==> src/rtl/core/ptwr_pkg.sv <==
package ptwr_pkg;

  // Function codes of an input item.
  localparam logic [1:0] FN_RECEIVE = 2'd0;
  localparam logic [1:0] FN_ADD     = 2'd1;
  localparam logic [1:0] FN_MARK    = 2'd2;
  localparam logic [1:0] FN_LIST    = 2'd3;

  // Result status codes.
  localparam logic [3:0] ST_ACCEPTED  = 4'd0;
  localparam logic [3:0] ST_REPLAY    = 4'd1;
  localparam logic [3:0] ST_UNKNOWN   = 4'd2;
  localparam logic [3:0] ST_ADDED     = 4'd3;
  localparam logic [3:0] ST_FULL      = 4'd4;
  localparam logic [3:0] ST_MARKED    = 4'd5;
  localparam logic [3:0] ST_BAD_INDEX = 4'd6;
  localparam logic [3:0] ST_LOST      = 4'd7;
  localparam logic [3:0] ST_NONE_LOST = 4'd8;

  // A lost-check lists at most this many entries.
  localparam int MAX_RESULTS = 8;
  localparam int HIT_W       = 3;

  localparam logic [7:0] TIMEOUT_RESET = 8'd50;
  localparam logic [7:0] IDLE_MAX      = 8'hFF;

  typedef struct packed {
    logic [1:0]  func;
    logic [63:0] address_high;
    logic [63:0] address_low;
    logic [31:0] packet_sequence;
    logic [2:0]  target_entry;
  } in_item_t;

  typedef struct packed {
    logic [3:0] status;
    logic [2:0] entry_index;
    logic [3:0] removed_count;
    logic [3:0] peer_count;
    logic       last;
  } out_item_t;

  typedef struct packed {
    logic [63:0] addr_high;
    logic [63:0] addr_low;
    logic [31:0] seq;
    logic [7:0]  idle;
  } entry_t;

  typedef struct packed {
    logic shift_en;   // move one place toward the head
    logic take_head;  // on a shift, take the updated head instead of the neighbor
    logic load_en;    // write a new entry
    logic mark_en;    // set the sequence number to one
  } cell_ctrl_t;

endpackage

==> src/rtl/core/peer_table_with_replay_check.sv <==
// Peer table with idle ageing and a replay check.
//
// Input items arrive on in_valid/in_data and are taken when in_stall is low;
// the block raises in_stall while it works on an item. Results leave on
// out_valid/out_data and are held unchanged while out_stall is high. The
// timeout limit is written through cfg_valid/cfg_ready/cfg_data; the user must
// write it only while idle, as the block itself does not enforce this.
//
// Order: an add or mark-sent item is registered as a result in S_DONE and
// then in the output register. A receive item rotates the occupied entries
// once past the head compare unit, one entry a cycle, then goes to S_DONE.
// A lost-check walks a snapshot of the entries one bit a cycle, waiting on a
// lost entry while the output stalls, and goes to S_DONE when nothing is lost.
// The next item is accepted in the cycle after the last result is registered.
//
// Reset empties the table and sets the timeout limit to 50. A stalled
// receiver holds the block in a step that gives a result; no item is lost.
module peer_table_with_replay_check #(
  parameter int MAX_ENTRIES = 8
) (
  input  logic                 clk,
  input  logic                 rst_n,
  input  logic                 in_valid,
  output logic                 in_stall,
  input  ptwr_pkg::in_item_t   in_data,
  output logic                 out_valid,
  input  logic                 out_stall,
  output ptwr_pkg::out_item_t  out_data,
  input  logic                 cfg_valid,
  output logic                 cfg_ready,
  input  logic [7:0]           cfg_data
);

  localparam int CW = $clog2(MAX_ENTRIES + 1);
  localparam int IW = (MAX_ENTRIES > 1) ? $clog2(MAX_ENTRIES) : 1;
  localparam int HIT_W_L = ptwr_pkg::HIT_W;

  localparam logic [1:0] S_IDLE = 2'd0;
  localparam logic [1:0] S_SCAN = 2'd1;
  localparam logic [1:0] S_LIST = 2'd2;
  localparam logic [1:0] S_DONE = 2'd3;

  logic [1:0]              state_r, state_nxt;
  logic [CW-1:0]           total_r, total_nxt;
  logic [7:0]              limit_r;
  logic                    out_valid_r, out_valid_nxt;
  ptwr_pkg::out_item_t     out_data_r, out_data_nxt;
  ptwr_pkg::in_item_t      req_r, req_nxt;
  ptwr_pkg::out_item_t     res_r, res_nxt;
  logic [CW-1:0]           steps_r, steps_nxt;
  logic [CW-1:0]           kept_r, kept_nxt;
  logic                    matched_r, matched_nxt;
  logic [MAX_ENTRIES-1:0]  mask_r, mask_nxt;
  logic [IW-1:0]           pos_r, pos_nxt;
  logic [HIT_W_L-1:0]      hits_r, hits_nxt;

  ptwr_pkg::entry_t        cell_q [MAX_ENTRIES];
  logic [MAX_ENTRIES-1:0]  seq_one;
  logic [MAX_ENTRIES-1:0]  lost_vec;
  ptwr_pkg::entry_t        head;
  ptwr_pkg::entry_t        head_upd;
  ptwr_pkg::entry_t        load_entry;
  logic                    in_acc;
  logic                    out_free;
  logic                    shift_all;
  logic                    keep;
  logic                    head_match;
  logic [7:0]              idle_inc;
  logic                    too_old;
  logic                    lost_last;
  logic                    is_full;
  logic                    mark_ok;

  assign in_stall  = (state_r != S_IDLE);
  assign in_acc    = in_valid && !in_stall;
  assign out_free  = !out_valid_r || !out_stall;
  assign cfg_ready = 1'b1;
  assign out_valid = out_valid_r;
  assign out_data  = out_data_r;

  assign head       = cell_q[0];
  assign head_match = (head.addr_high == req_r.address_high) &&
                      (head.addr_low == req_r.address_low);
  assign idle_inc   = (head.idle == ptwr_pkg::IDLE_MAX) ? ptwr_pkg::IDLE_MAX
                                                         : head.idle + 8'd1;
  assign too_old    = (idle_inc > limit_r);
  assign lost_last  = ((mask_r >> 1) == '0) ||
                      (hits_r == HIT_W_L'(ptwr_pkg::MAX_RESULTS - 1));
  assign is_full    = (total_r == CW'(MAX_ENTRIES));
  assign mark_ok    = (8'(in_data.target_entry) < 8'(total_r));

  assign load_entry = '{addr_high: in_data.address_high,
                        addr_low:  in_data.address_low,
                        seq:       32'd0,
                        idle:      8'd0};

  // The row of entry cells. Entry 0 is always the head of the ring; during a
  // receive scan the whole row moves one place each cycle and the processed
  // head re-enters at the tail of the occupied part, or is dropped when it
  // has timed out. A full pass restores the original order.
  for (genvar i = 0; i < MAX_ENTRIES; i++) begin : g_cell
    ptwr_pkg::cell_ctrl_t ctrl;
    ptwr_pkg::entry_t     right;

    assign ctrl.shift_en  = shift_all;
    assign ctrl.take_head = keep && (total_r == CW'(i + 1));
    assign ctrl.load_en   = in_acc && (in_data.func == ptwr_pkg::FN_ADD) &&
                            (total_r == CW'(i));
    assign ctrl.mark_en   = in_acc && (in_data.func == ptwr_pkg::FN_MARK) &&
                            (8'(in_data.target_entry) == 8'(i)) &&
                            (CW'(i) < total_r);

    if (i == MAX_ENTRIES - 1) begin : g_tail
      assign right = head_upd;
    end else begin : g_mid
      assign right = cell_q[i + 1];
    end

    assign lost_vec[i] = seq_one[i] && (CW'(i) < total_r);

    ptwr_cell u_cell (
      .clk      (clk),
      .ctrl     (ctrl),
      .right_in (right),
      .head_in  (head_upd),
      .load_in  (load_entry),
      .entry_o  (cell_q[i]),
      .seq_one  (seq_one[i])
    );
  end

  always_comb begin
    state_nxt     = state_r;
    total_nxt     = total_r;
    req_nxt       = req_r;
    res_nxt       = res_r;
    steps_nxt     = steps_r;
    kept_nxt      = kept_r;
    matched_nxt   = matched_r;
    mask_nxt      = mask_r;
    pos_nxt       = pos_r;
    hits_nxt      = hits_r;
    out_valid_nxt = out_valid_r && out_stall;
    out_data_nxt  = out_data_r;
    shift_all     = 1'b0;
    keep          = 1'b0;
    head_upd      = head;

    unique case (state_r)
      S_IDLE: begin
        if (in_acc) begin
          res_nxt = '{status: ptwr_pkg::ST_UNKNOWN, entry_index: 3'd0,
                      removed_count: 4'd0, peer_count: 4'd0, last: 1'b1};
          unique case (in_data.func)
            ptwr_pkg::FN_RECEIVE: begin
              req_nxt     = in_data;
              steps_nxt   = total_r;
              kept_nxt    = '0;
              matched_nxt = 1'b0;
              state_nxt   = S_SCAN;
            end
            ptwr_pkg::FN_ADD: begin
              if (is_full) begin
                res_nxt.status = ptwr_pkg::ST_FULL;
              end else begin
                res_nxt.status      = ptwr_pkg::ST_ADDED;
                res_nxt.entry_index = 3'(total_r);
                total_nxt           = total_r + 1'b1;
              end
              state_nxt = S_DONE;
            end
            ptwr_pkg::FN_MARK: begin
              res_nxt.status      = mark_ok ? ptwr_pkg::ST_MARKED
                                            : ptwr_pkg::ST_BAD_INDEX;
              res_nxt.entry_index = in_data.target_entry;
              state_nxt           = S_DONE;
            end
            ptwr_pkg::FN_LIST: begin
              mask_nxt  = lost_vec;
              pos_nxt   = '0;
              hits_nxt  = '0;
              state_nxt = S_LIST;
            end
          endcase
        end
      end

      S_SCAN: begin
        if (steps_r == '0) begin
          state_nxt = S_DONE;
        end else begin
          shift_all = 1'b1;
          steps_nxt = steps_r - 1'b1;
          if (matched_r) begin
            keep = 1'b1;
          end else if (head_match) begin
            keep          = 1'b1;
            head_upd.idle = 8'd0;
            if (req_r.packet_sequence > head.seq) begin
              head_upd.seq   = req_r.packet_sequence;
              res_nxt.status = ptwr_pkg::ST_ACCEPTED;
            end else begin
              res_nxt.status = ptwr_pkg::ST_REPLAY;
            end
            res_nxt.entry_index = 3'(kept_r);
            matched_nxt         = 1'b1;
          end else if (too_old) begin
            total_nxt             = total_r - 1'b1;
            res_nxt.removed_count = res_r.removed_count + 4'd1;
          end else begin
            keep          = 1'b1;
            head_upd.idle = idle_inc;
            kept_nxt      = kept_r + 1'b1;
          end
        end
      end

      S_LIST: begin
        if (mask_r == '0) begin
          // Nothing was listed, so the single result says so.
          res_nxt   = '{status: ptwr_pkg::ST_NONE_LOST, entry_index: 3'd0,
                        removed_count: 4'd0, peer_count: 4'd0, last: 1'b1};
          state_nxt = S_DONE;
        end else if (mask_r[0]) begin
          if (out_free) begin
            out_valid_nxt = 1'b1;
            out_data_nxt  = '{status: ptwr_pkg::ST_LOST, entry_index: 3'(pos_r),
                              removed_count: 4'd0, peer_count: 4'(total_r),
                              last: lost_last};
            hits_nxt      = hits_r + 1'b1;
            mask_nxt      = mask_r >> 1;
            pos_nxt       = pos_r + 1'b1;
            if (lost_last) begin
              state_nxt = S_IDLE;
            end
          end
        end else begin
          mask_nxt = mask_r >> 1;
          pos_nxt  = pos_r + 1'b1;
        end
      end

      S_DONE: begin
        if (out_free) begin
          out_valid_nxt           = 1'b1;
          out_data_nxt            = res_r;
          out_data_nxt.peer_count = 4'(total_r);
          out_data_nxt.last       = 1'b1;
          state_nxt               = S_IDLE;
        end
      end
    endcase
  end

  always_ff @(posedge clk) begin
    if (!rst_n) begin
      state_r     <= S_IDLE;
      total_r     <= '0;
      out_valid_r <= 1'b0;
      limit_r     <= ptwr_pkg::TIMEOUT_RESET;
    end else begin
      state_r     <= state_nxt;
      total_r     <= total_nxt;
      out_valid_r <= out_valid_nxt;
      if (cfg_valid && cfg_ready) begin
        limit_r <= cfg_data;
      end
    end
  end

  always_ff @(posedge clk) begin
    out_data_r <= out_data_nxt;
    req_r      <= req_nxt;
    res_r      <= res_nxt;
    steps_r    <= steps_nxt;
    kept_r     <= kept_nxt;
    matched_r  <= matched_nxt;
    mask_r     <= mask_nxt;
    pos_r      <= pos_nxt;
    hits_r     <= hits_nxt;
  end

endmodule

==> src/rtl/core/ptwr_cell.sv <==
// One table entry. On a shift it takes its right neighbor, or the updated
// head entry when it is the tail of the occupied ring.
module ptwr_cell (
  input  logic                clk,
  input  ptwr_pkg::cell_ctrl_t ctrl,
  input  ptwr_pkg::entry_t    right_in,
  input  ptwr_pkg::entry_t    head_in,
  input  ptwr_pkg::entry_t    load_in,
  output ptwr_pkg::entry_t    entry_o,
  output logic                seq_one
);

  ptwr_pkg::entry_t entry_r;
  ptwr_pkg::entry_t entry_nxt;

  always_comb begin
    entry_nxt = entry_r;
    priority if (ctrl.shift_en) begin
      entry_nxt = ctrl.take_head ? head_in : right_in;
    end else if (ctrl.load_en) begin
      entry_nxt = load_in;
    end else if (ctrl.mark_en) begin
      entry_nxt.seq = 32'd1;
    end
  end

  always_ff @(posedge clk) begin
    entry_r <= entry_nxt;
  end

  assign entry_o = entry_r;
  assign seq_one = (entry_r.seq == 32'd1);

endmodule
==> config.mk <==
export PLATFORM = sky130hd
export DESIGN_NAME = peer_table_with_replay_check
export DESIGN_NICKNAME = d
export VERILOG_FILES = /design/src/rtl/core/ptwr_pkg.sv /design/src/rtl/core/peer_table_with_replay_check.sv /design/src/rtl/core/ptwr_cell.sv
export SDC_FILE = /design/constraint.sdc
export NUM_CORES = 2
export LEC_CHECK = 0
export BUFFER_PORTS_ARGS = -buffer_cell sky130_fd_sc_hd__buf_2
export CORE_UTILIZATION = 45
export CTS_CLUSTER_DIAMETER = 150
export DETAILED_ROUTE_END_ITERATION = 10
export SLEW_MARGIN = 0
export SYNTH_ARGS = -nofsm -noshare
export SYNTH_HDL_FRONTEND = slang
export SYNTH_HIERARCHICAL = 1
export SYNTH_SLANG_ARGS = --single-unit
==> constraint.sdc <==
create_clock -name clk -period 7.5 [get_ports clk]
set_input_delay 0 -clock clk [delete_from_list [all_inputs] [get_ports clk]]
set_output_delay 0 -clock clk [all_outputs]
set_load 0.005 [all_outputs]
Word level (Yosys, flattened, before mapping)
Index checks and enable logic that the tools add are counted.
{"block": "op_classes", "n_addsub": 8, "magnitude_cmp": 11, "n_eq_ne": 55, "n_mux": 134, "reduce_logical": 90}
{"operator": "$mux 168", "n": 15}
{"operator": "$mux 128", "n": 8}
{"operator": "$mux 32", "n": 18}
{"operator": "$eq 32x1->1 const B", "n": 8}
{"operator": "$eq 64x64->1", "n": 2}
{"operator": "$mux 8", "n": 16}
{"operator": "$mux 40", "n": 3}
{"operator": "$mux 16", "n": 6}
{"operator": "$mux 4", "n": 18}
{"operator": "$logic_and 1x1->1", "n": 44}
{"operator": "$pmux 11 s3", "n": 1}
{"operator": "$gt 32x32->1", "n": 1}
{"operator": "$ne 2x2->1 const B", "n": 16}
{"operator": "$pmux 16 s2", "n": 1}
{"operator": "$mux 3", "n": 10}
{"operator": "$reduce_bool 3->1", "n": 9}
{"operator": "$pmux 4 s2", "n": 3}
{"operator": "$reduce_bool 2->1", "n": 12}
{"operator": "$mux 11", "n": 2}
{"operator": "$reduce_and 6->1", "n": 3}
{"operator": "$eq 4x3->1 const B", "n": 4}
{"operator": "$logic_not 8->1", "n": 2}
{"operator": "$lt 3x4->1 const A", "n": 4}
{"operator": "$mux 1", "n": 16}
{"operator": "other kinds (39)", "n": 76}
{"block": "totals", "regBits": 1569, "in_bits": 178, "out_inout_bits": 19}

Longest topological paths before layout
{"block": "logic_depth", "depth_word": 11, "depth_mapped": 19, "ltp_nobuf": 16}

Hierarchy
Netlist, hierarchy kept.
{"module": "ptwr_cell", "instances": 8, "cells_each": 713, "area_per_inst_um2": 8936.1}
{"module": "peer_table_with_replay_check", "instances": 1, "cells_each": 889, "area_per_inst_um2": 11509.8}

Worst setup path before layout
OpenSTA, ideal clock, no wires.
{"block": "synth_timing", "kind": "register to register", "start": "register state_r[0]", "end": "register kept_r[0], enable pin", "setup_ps": 347, "arrival_ps": 5500, "t_required_ps": 7153, "path_slack_ps": 1653, "path_stages_with_launch": 8, "path_buffers": 1, "path_cell_list": "dfxtp_1 -> inv_1 -> ha_1 -> clkbuf_1 -> and3_1 -> a21oi_1 -> a21oi_1 -> a21boi_0"}
{"block": "synth_between", "elab_chain_len": 5, "elab_cells_between_ends": 13, "cone_classes": "7 x eq/ne; 6 x reduce/logical"}
{"element": "start, declared", "line": "peer_table_with_replay_check.sv:43", "rtl": "logic [1:0] state_r, state_nxt;"}
{"element": "start signal, assigned", "line": "peer_table_with_replay_check.sv:262", "rtl": "state_r <= state_nxt;"}
{"element": "$reduce_bool 2->1", "line": "peer_table_with_replay_check.sv:74", "rtl": "assign in_stall = (state_r != S_IDLE);"}
{"element": "$logic_not 1->1", "line": "peer_table_with_replay_check.sv:75", "rtl": "assign in_acc = in_valid && !in_stall;"}
{"element": "$logic_and 1x1->1", "line": "peer_table_with_replay_check.sv:75"}
{"element": "$ne 2x2->1 (no line)"}
{"element": "$reduce_and 7->1 (no line) *"}
{"element": "end signal, assigned", "line": "peer_table_with_replay_check.sv:276", "rtl": "kept_r <= kept_nxt;"}
{"element": "end, declared", "line": "peer_table_with_replay_check.sv:51", "rtl": "logic [CW-1:0] kept_r, kept_nxt;"}
Mark *: on every way between the ends. The rest lies on a longest branch, timed or not.
A chain may end at the register's enable or synchronous reset.

==> results.sh <==
export IMPL_cts_root_buf="sky130_fd_sc_hd__clkbuf_16"
export IMPL_clk_latency_ns=0.82
export IMPL_floorplan_die_height_um=431
export IMPL_path_class="reg -> reg"
export IMPL_setup_tns_ns=0
export IMPL_fmaxAchievable_ghz=0.163
export IMPL_most_instantiated_flip_flop_cell_in_the_synthesis_netlist="sky130_fd_sc_hd__edfxtp_1"
export IMPL_critical_path_startpoint="g_cell[0].u_cell/entry_o[105]"
export IMPL_detail_route_antenna_nets=0
export IMPL_filler_cell_count=16039
export IMPL_gr_usage_met1_pct=29.8
export IMPL_count_of_flip_flops_with_a_built_in_enable_after_synthesis=1553
export IMPL_tritoncts="built"
export IMPL_final_layout_size_suffix_gt1_share_pct=11.4
export IMPL_grtUsageMet3_pct=3.63
export IMPL_dr_total_vias=52042
export IMPL_timing_max_cap_violations=1
export IMPL_design_area_um2=93200
export IMPL_drcViolationCount=0
export IMPL_timing_critical_path_cells="xnor2_1 -> nand4_1 -> nor4_1 -> nand4_1 -> nor2_2 -> buf_4 -> and4_2 -> buf_4 -> mux2_4 -> mux2_4 -> a22o_1"
export IMPL_critical_path_top_delay_family="simple AND/OR/NAND/NOR gates"
export IMPL_synth_xor_area_share_pct=1.46
export IMPL_worst_slew_pin_slew_ns=1.48
export IMPL_critPathLaunchType="flip-flop"
export IMPL_slew_viol_final=0
export IMPL_floorplan_die_area_um2=186000
export IMPL_h_tree_depth=4
export IMPL_placeableCoreArea_um2=183000
export IMPL_clock_path_buffers=3
export IMPL_power_w=0.0340
export IMPL_area_growth_pct=12.3
export IMPL_placed_cell_area_um2=85300
export IMPL_hp_start="in_data[65]"
export IMPL_synth_adder_area_share_pct=0.965
export IMPL_slew_limit_headroom_pct=0.106
export IMPL_critical_path_n_buffers_inverters=2
export IMPL_fin_skew_ns=0.0403
export IMPL_yosysWarnings=6
export IMPL_grt_overflow=0
export IMPL_grt_start_max_net_pins=265
export IMPL_routability_cong=0.788
export IMPL_wl_per_cell_um=21.0
export IMPL_cpPeakStageDelay_ns=1.21
export IMPL_synthMuxAreaShare_pct=18.4
export IMPL_run_status="finished with violations"
export IMPL_finish_utilization_pct=50.9
export IMPL_synth_top_cells_by_area="sky130_fd_sc_hd__edfxtp_1 56%, sky130_fd_sc_hd__mux2i_1 13%, sky130_fd_sc_hd__a21oi_1 6.8%, sky130_fd_sc_hd__nor2_1 5.1%, sky130_fd_sc_hd__mux2_4 4.7%"
export IMPL_dominant_combinational_cell_family_by_area_after_synthesis="multiplexers"
export IMPL_pin_count=197
export IMPL_row_count=157
export IMPL_pre_repair_dr_iteration_count=6
export IMPL_crit_path_max_fanout=21
export IMPL_vias_in_the_first_global_route=49899
export IMPL_finalCritPeriodShare_pct=81.9
export IMPL_start_util_pct=45.3
export IMPL_synth_compound_area_share_pct=10.0
export IMPL_seq_area_frac_synth_pct=56.5
export IMPL_detail_route_vias_per_cell=5.33
export IMPL_synth_area_per_cell_um2=12.6
export IMPL_power_static_leakage_nw=31.1
export IMPL_grt_util_all_layers_pct=21.7
export IMPL_antenna_found_initial=33
export IMPL_hp_class="in -> reg"
export IMPL_yosys_cell_types_count=59
export IMPL_clock_pin_slew_on_the_worst_setup_and_hold_paths_ns=0.06
export IMPL_power_density_nw_per_um2=364
export IMPL_global_route_usage_met2_pct=35.8
export IMPL_cp_slowest_cell="sky130_fd_sc_hd__nor4_1"
export IMPL_tritoncts_num_buffers=175
export IMPL_arrival_ns=6.69
export IMPL_vdd_ir_drop_worst_mv=0.325
export IMPL_chipWidth_um=431
export IMPL_drt_first_iter_violations=4050
export IMPL_synth_top_area_share_pct=56.2
export IMPL_simple_gate_fraction_of_synth_area_pct=7.37
export IMPL_failed_checks="max-capacitance violations"
export IMPL_tritoncts_sink_count=1568
export IMPL_post_synth_instance_area_um2=83000
export IMPL_timing_hold_violations_final=0
export IMPL_required_worst_endpoint_ns=8.05
export IMPL_grt_setup_unrepaired="false"
export IMPL_synthDominantAreaCellType="sky130_fd_sc_hd__edfxtp_1"
export IMPL_whs_ns=0.0625
export IMPL_wl_mm=205
export IMPL_setup_violations_final=0
export IMPL_fin_crit_ns=6.14
export IMPL_yosys_register_bits=1568
export IMPL_rr_startpoint="g_cell[0].u_cell/entry_o[105]"
export IMPL_grt_busiest_layer="met2"
export IMPL_finalNetCount=7393
export IMPL_netlist_instances=6593
export IMPL_hpwlAfterDp_mm=117
export IMPL_worst_setup_path_end_kind="flip-flop"
export IMPL_portbufs=195
export IMPL_share_of_async_settable_or_async_resettable_flops_after_synthesis_pct=0
export IMPL_grt_pass1_wl_mm=311
## per-stage QoR
| stage | std cells | setup slack, ns |
|---|---|---|
| 2_1_floorplan | 6912 | 1.65 |
| 3_3_place_gp | 9183 | 1.58 |
| 3_5_place_dp | 9183 | 1.49 |
| 4_1_cts | 9755 | 1.45 |
| 5_1_grt | 9758 | 1.37 |
| 6_report | 9762 | 1.36 |
## cell usage in the layout, fill, tap and decap left out, drive strengths merged, types with 8 or more instances in the layout
cell and n:
and2 13, or2 8, buf 280, ha 64
nor2b 19, nor4 68, inv 68, a22o 248
mux2 284, nor4b 11, dfxtp 15, xnor2 136
nand4 59, mux2i 1106, or3 14, a22oi 9
nand2b 11, nand2 63, nand3 17, o21ai 23
dlygate4sd3 255, conb 321, edfxtp 1553, clkbuf 237
nor2 1133, clkinv 65, and3 15, a21oi 1123
## cell usage after synthesis (17+ instances only)
cell type                     n
sky130_fd_sc_hd__a22o_1     248
sky130_fd_sc_hd__nand4_1     58
sky130_fd_sc_hd__nand3_1     17
sky130_fd_sc_hd__clkbuf_1   139
sky130_fd_sc_hd__buf_2      161
sky130_fd_sc_hd__inv_1       63
sky130_fd_sc_hd__nor4_1      68
sky130_fd_sc_hd__mux2_4     262
sky130_fd_sc_hd__buf_6       33
sky130_fd_sc_hd__nand2_1     63
sky130_fd_sc_hd__buf_8       32
sky130_fd_sc_hd__a21oi_1   1123
sky130_fd_sc_hd__xnor2_1    136
sky130_fd_sc_hd__nor2_1    1133
sky130_fd_sc_hd__o21ai_0     22
sky130_fd_sc_hd__nor2b_1     19
sky130_fd_sc_hd__edfxtp_1  1553
sky130_fd_sc_hd__mux2i_1   1106
sky130_fd_sc_hd__ha_1        64
sky130_fd_sc_hd__mux2_2      22
sky130_fd_sc_hd__buf_4       17
sky130_fd_sc_hd__buf_12      91
## cell families after synthesis
kind of cell	after synthesis
buffers and inverters	536
other	2
muxes	1390
DFF	1568
xor gates and xnor gates	138
adders and majority gates	64
and+or+nand+nor	1450
AOI/OAI and AO/OA	1445
## state kept, by name, summed over array words and instances, names as in the netlist
name                   count
g_cell.u_cell/entry_o   1344
req_r                    160
out_data                  16
res_r                     11
limit_r                    8
mask_r                     8
steps_r                    4
total_r                    4
hits_r                     3
kept_r                     3
pos_r                      3
state_r                    2
matched_r                  1
out_valid                  1
## layout make-up
| cell class | instances | area (um2) | share of cell area, % |
|---|---|---|---|
| flip-flops and latches | 1568 | 46900 | 50.4 |
| clock inverters | 80 | 602 | 0.646 |
| inverters | 63 | 236 | 0.254 |
| repair buffers | 535 | 4550 | 4.89 |
| well taps | 2464 | 3080 | 3.31 |
| clock buffers | 237 | 4750 | 5.10 |
| diodes | 7 | 17.5 | 0.0188 |
| multi-input cells | 4808 | 33000 | 35.4 |
## metal layers
metal | vias up | share of wire [%]
li1 | 25727 | -
met1 | 24979 | 45
met2 | 1029 | 48
met3 | 275 | 4.9
met4 | 32 | 2.0
met5 | - | 0.099
## power breakdown
part	switching [W]	leakage (nW)	internal, W
sequential	0.00134	14.5	0.0138
combinational	0.00709	14.0	0.00361
clock	0.00354	2.61	0.00461
total	0.0120	31.1	0.0220
## path summary, 6_finish.rpt
path | endpoint | slack, ns | depth (start not counted)
max | g_cell[7].u_cell/entry_o[29] | 1.36 | 11
min | req_r[65] | 0.06 | 2
max reg2reg | g_cell[7].u_cell/entry_o[29] | 1.36 | 11
min reg2reg | out_data[14] | 0.50 | 1
## timing repair
| action | 4_1_cts | 5_1_grt |
|---|---|---|
| setup buffers | 0 | 0 |
| hold buffers | 255 | 0 |
| setup endpoints to repair | 0 | 0 |
| endpoints found under the hold margin | 1258 | 0 |
| resized for setup | 0 | 0 |
No activity file was read; power rests on OpenSTA's default activity.
